### src/rtl/pfdr_pkg.sv
package pfdr_pkg;

  localparam int DEPTH  = 256;
  localparam int ADDR_W = $clog2(DEPTH);
  localparam int OCC_W  = $clog2(DEPTH + 1);
  localparam int CMD_W  = 2;
  localparam int SRC_W  = 16;
  localparam int DST_W  = 16;
  localparam int TS_W   = 32;
  localparam int CAP_W  = 9;
  localparam int CNT_W  = 9;

  localparam logic [CMD_W-1:0] CMD_ADD = 2'd0;
  localparam logic [CMD_W-1:0] CMD_FWD = 2'd1;
  localparam logic [CMD_W-1:0] CMD_CNT = 2'd2;

  typedef struct packed {
    logic load;    // capture the accepted transaction
    logic issue;   // read one ring entry
    logic write;   // append the new packet unless it is a duplicate
    logic finish;  // load the output register, pop on forward
  } ctrl_cmd_t;

  typedef struct packed {
    logic [CMD_W-1:0] cmd;
    logic             scan_done;
    logic             occ_zero;
    logic             out_free;
    logic [OCC_W-1:0] occ;
  } dp_status_t;

endpackage

### src/rtl/pfdr_ctrl.sv
module pfdr_ctrl (
  input  logic                 clk,
  input  logic                 rst_n,
  input  logic                 in_valid,
  output logic                 in_ready,
  input  pfdr_pkg::dp_status_t status,
  output pfdr_pkg::ctrl_cmd_t  cmd
);
  import pfdr_pkg::*;

  typedef enum logic [2:0] {
    ST_IDLE,
    ST_DISPATCH,
    ST_SCAN,
    ST_WRITE,
    ST_FWD_RD,
    ST_RESULT
  } state_t;

  state_t state_r, state_nxt;

  always_comb begin
    state_nxt  = state_r;
    in_ready   = 1'b0;
    cmd        = '0;
    case (state_r)
      ST_IDLE: begin
        in_ready = 1'b1;
        if (in_valid) begin
          cmd.load  = 1'b1;
          state_nxt = ST_DISPATCH;
        end
      end
      ST_DISPATCH: begin
        case (status.cmd)
          CMD_ADD, CMD_CNT: state_nxt = ST_SCAN;
          CMD_FWD:          state_nxt = status.occ_zero ? ST_RESULT : ST_FWD_RD;
          default:          state_nxt = ST_RESULT;
        endcase
      end
      ST_SCAN: begin
        // last compare lands on the same edge that leaves this state
        if (status.scan_done) begin
          state_nxt = (status.cmd == CMD_ADD) ? ST_WRITE : ST_RESULT;
        end else begin
          cmd.issue = 1'b1;
        end
      end
      ST_WRITE: begin
        cmd.write = 1'b1;
        state_nxt = ST_RESULT;
      end
      ST_FWD_RD: begin
        cmd.issue = 1'b1;
        state_nxt = ST_RESULT;
      end
      ST_RESULT: begin
        if (status.out_free) begin
          cmd.finish = 1'b1;
          state_nxt  = ST_IDLE;
        end
      end
      default: state_nxt = ST_IDLE;
    endcase
  end

  always_ff @(posedge clk) begin
    if (!rst_n) begin
      state_r <= ST_IDLE;
    end else begin
      state_r <= state_nxt;
    end
  end

endmodule

### config.mk
export PLATFORM = sky130hd
export DESIGN_NAME = pfdr_ctrl
export DESIGN_NICKNAME = d
export VERILOG_FILES = /design/src/rtl/pfdr_pkg.sv /design/src/rtl/pfdr_ctrl.sv
export SDC_FILE = /design/constraint.sdc
export NUM_CORES = 1
export LEC_CHECK = 0
export BUFFER_PORTS_ARGS = -buffer_cell sky130_fd_sc_hd__buf_2
export CAP_MARGIN = 5
export CORE_AREA = 5 5 42 44
export DETAILED_ROUTE_END_ITERATION = 7
export DIE_AREA = 0 0 47 49
export PLACE_DENSITY = 0.51
export SLEW_MARGIN = 15
export SYNTH_ARGS = -nofsm -noshare
export SYNTH_HDL_FRONTEND = slang
export SYNTH_SLANG_ARGS = --single-unit
export TNS_END_PERCENT = 100
### constraint.sdc
create_clock -name clk -period 1.14 [get_ports clk]
set_input_delay 0.228 -clock clk [delete_from_list [all_inputs] [get_ports clk]]
set_output_delay 0.228 -clock clk [all_outputs]
set_load 0.01 [all_outputs]
[After elaboration in Yosys (flattened, before gate mapping)]
Index checks and enable logic that the tools add are counted.
Storage, ports and cells
  flip-flop bits (word level): 3
  bits of input ports: 17
  output and inout port bits: 5
Operators by class
  equal/unequal tests: 10
  muxes and demuxes: 15
  reductions and logical operators: 5
Operators by type and width (count)
  $pmux 3 s5: 1
  $mux 3: 4
  $mux 1: 8
  $eq 3x2->1 const B: 2
  $eq 3x3->1 const B: 2
  $ne 2x2->1 const B: 3
  $pmux 3 s2: 1
  $reduce_or 2->1: 2
  $eq 3x1->1 const B: 1
  $logic_not 3->1: 1
  $reduce_and 3->1: 1
  $eq 2x1->1 const B: 1
  $eq 2x2->1 const B: 1
  $logic_not 2->1: 1
  $pmux 1 s2: 1

[Logic depth before layout (Yosys ltp)]
  word-level depth: 4
  gate-level depth with buffers: 4

[Worst setup path before layout]
No wires, ideal clock.
  path kind: register -> output
  start point: register state_r[2]
  end point: output cmd[3] in the netlist's numbering
  arrival: 1.033 ns
  data required time: 0.912 ns
  path slack: -0.121 ns
  stages on the path, launching flop included: 4
  path buffers: 1
  path through: dfxtp_1 -> buf_2 -> nor3_1 -> and2_1
RTL lines
  start: declaration: RTL line pfdr_ctrl.sv:20  | state_t state_r, state_nxt;
  start signal: assignment: RTL line pfdr_ctrl.sv:71  | state_r <= state_nxt;
  end: declaration: RTL line pfdr_ctrl.sv:7  | output pfdr_pkg::ctrl_cmd_t cmd

==> flow_summary.json <==
{
  "run_status": "complete, but fails checks",
  "violations": "setup timing",
  "finalNetCount": 77,
  "drv_cap": 0,
  "gp_congestion": 0.7216,
  "seqPwrFrac": 0.211,
  "top_regs": "state_r (3)",
  "pwr-share-clk": 0.233,
  "synth-seq-area-share": 0.2105,
  "period_share": 1.183,
  "areaGrowthSynthToFinish_pct": 80.70,
  "clockRootBuffer": "clkbuf_4",
  "leakage_nw": 0.2375,
  "power_switching_w": 0.0002617,
  "cts_tree": "yes",
  "post-synth-top-count-cell": "nor2_1",
  "dieArea_um2": 2303,
  "cp-end-kind": "primary output",
  "worst_slew_pin_slew_ns": 0.3387,
  "port_buffers": 12,
  "num_io_pins": 22,
  "yosys-top-cells-area": "dfxtp_1, nor2_1, nor3_1",
  "num_rows": 14,
  "critPathArrivalTime_ns": 1.12,
  "synth_top_area_frac": 0.2105,
  "start_util": 0.2036,
  "grt_pass1_vias": 332,
  "max-slew-margin-rel": 0.7713,
  "synth_cell_types": 24,
  "synth_fp_nets": 53,
  "final_core_util": 0.3679,
  "period_minus_slack_ns": 1.349,
  "whs_ns": 0.2391,
  "power_density_nw_per_um2": 1527,
  "drtAntennaViolNets": 0,
  "avgRoutedWirePerCell_um": 10.64,
  "fillCellCount": 157,
  "first_pass_iters": 2,
  "dp_hpwl_um": 613.3,
  "power_frac_comb": 0.556,
  "synthCells": 36,
  "ys_ff_latch": 3,
  "netlist_area_um2": 285.3,
  "seq_area_um2": 68.82,
  "insertion_delay_ns": 0.23,
  "overflow": 0,
  "holdBufCountCts": 0,
  "clock_sinks": 3,
  "die_x_um": 47,
  "cp-start-kind": "flip-flop",
  "path_max_fanout": 7,
  "skew_ns": 0.001131,
  "die_h_um": 49,
  "synth_edf_count": 0,
  "fmax_ghz": 0.7414,
  "place_inst": 69,
  "min_path_type": "primary input to flip-flop",
  "coreArea_um2": 1401,
  "finalSetupViolCount": 8,
  "drc": 0,
  "drive_gt1_frac": 0.6271,
  "cts_made_buffers": 3,
  "wl_um": 798,
  "yosysTopAreaCell": "dfxtp_1",
  "crit_type": "flip-flop to primary output",
  "required_ns": 0.91,
  "p_int_w": 0.0005254,
  "grt_setup_unrepaired": "true",
  "grt_max_degree": 10,
  "hold_violations": 0,
  "finalWorstSetupSlack_ns": -0.2088,
  "pre_cts_ws_ns": -0.1259,
  "num_antenna_cells": 0,
  "maxSlewViolCount": 0,
  "yosysWarnings": 0,
  "post_layout_nonfiller_instances": 75,
  "fin_setup_tns_ns": -0.9156,
  "multi_input_area_um2": 231.5,
  "switching_share": 0.3324,
  "clk_path_buf_depth": 2,
  "antenna_found_initial": 0,
  "async_flop_share": 0,
  "vias_per_cell": 4.667,
  "top_register": "state_r",
  "htreeDepth": 1,
  "syn_area_per_cell_um2": 7.924,
  "ir_drop_uv": 474.2,
  "largest_reg_flops": 3,
  "reg2reg_setup_slack_ns": -0.08,
  "num_vias": 350,
  "synth_flop_cell": "dfxtp_1",
  "cts.clk_slew.worst_paths_ns": 0.04,
  "synth_common_cells": "nor2_1, dfxtp_1, inv_1, nor3_1",
  "grt_pass1_wl_um": 1262,
  "grt_usage": 0.07314,
  "drt_iter0_drc": 4
}
==> final timing paths <==
path | startpoint | to | cells past startpoint
worst max-delay path | state_r[1]$_SDFFE_PN0P_ | cmd[2] | 4
worst min-delay path | rst_n | state_r[1]$_SDFFE_PN0P_ | 2
worst max register to register | state_r[1]$_SDFFE_PN0P_ | state_r[2]$_SDFFE_PN0P_ | 4
worst min register to register | state_r[0]$_SDFFE_PN0P_ | state_r[2]$_SDFFE_PN0P_ | 2
==> area by class of cell <==
class,count,area share
Inverter,3,0.02184
Sequential cell,3,0.1335
Tap cell,16,0.03883
Multi-Input combinational cell,27,0.4490
Timing Repair Buffer,22,0.3058
Clock buffer,4,0.05097
==> stage by stage <==
step	total power, W	area, um^2
after CTS	0.0007812	506.7
after global routing	0.0008516	515.5
final	0.0007871	515.5
after floorplan	0.0003933	305.3
after detailed placement	0.0005370	430.4
after global placement	0.0005372	430.4
==> power groups by stage <==
stage	clock network, W	registers [W]	logic, W
after floorplan	0	0.000139	0.000254
after global placement	0	0.000159	0.000378
after detailed placement	0	0.000158	0.000379
after CTS	0.000193	0.000164	0.000424
after global routing	0.000206	0.000171	0.000475
final	0.000183	0.000166	0.000438
==> layout by cell type, fill, tap and decap left out, types with 2 or more instances in the layout <==
master    instances
buf_6             2
inv_1             2
buf_4             8
buf_2            11
nor3_1            2
dfxtp_4           2
nor2_1            3
nor3b_1           2
clkbuf_4          3
==> layer usage <==
metal | wire length, um | vias to the layer above | part of all wire | GRT usage
li1 | - | 180 | - | -
met1 | 347 | 160 | 0.43 | 0.08534
met2 | 410 | 10 | 0.51 | 0.1199
met3 | 40 | 0 | 0.050 | 0.02214
met4 | 0 | 0 | 0 | 0.02765
met5 | 0 | - | 0 | 0
==> cells by family after synthesis <==
| family | count (synthesis) | synth area share |
|---|---|---|
| simple gates | 15 | 0.3158 |
| compound gates | 11 | 0.3202 |
| buf+inv | 6 | 0.1140 |
| flops | 3 | 0.2105 |
| mux | 1 | 0.03947 |
==> worst max-delay path: stages (launching register included) <==
cell and delay (ns):
dfxtp_4 0.38, nand2b_4 0.06, mux2_4 0.28, nor2_4 0.08
buf_6 0.10
==> timing repair <==
| item | CTS | global route |
|---|---|---|
| gates resized for setup | 10 | 2 |
| setup buffers | 2 | 0 |
| pin swaps | 6 | 2 |
| setup endpoints to repair | 7 | 8 |
No activity file was read; power rests on OpenSTA's default activity.
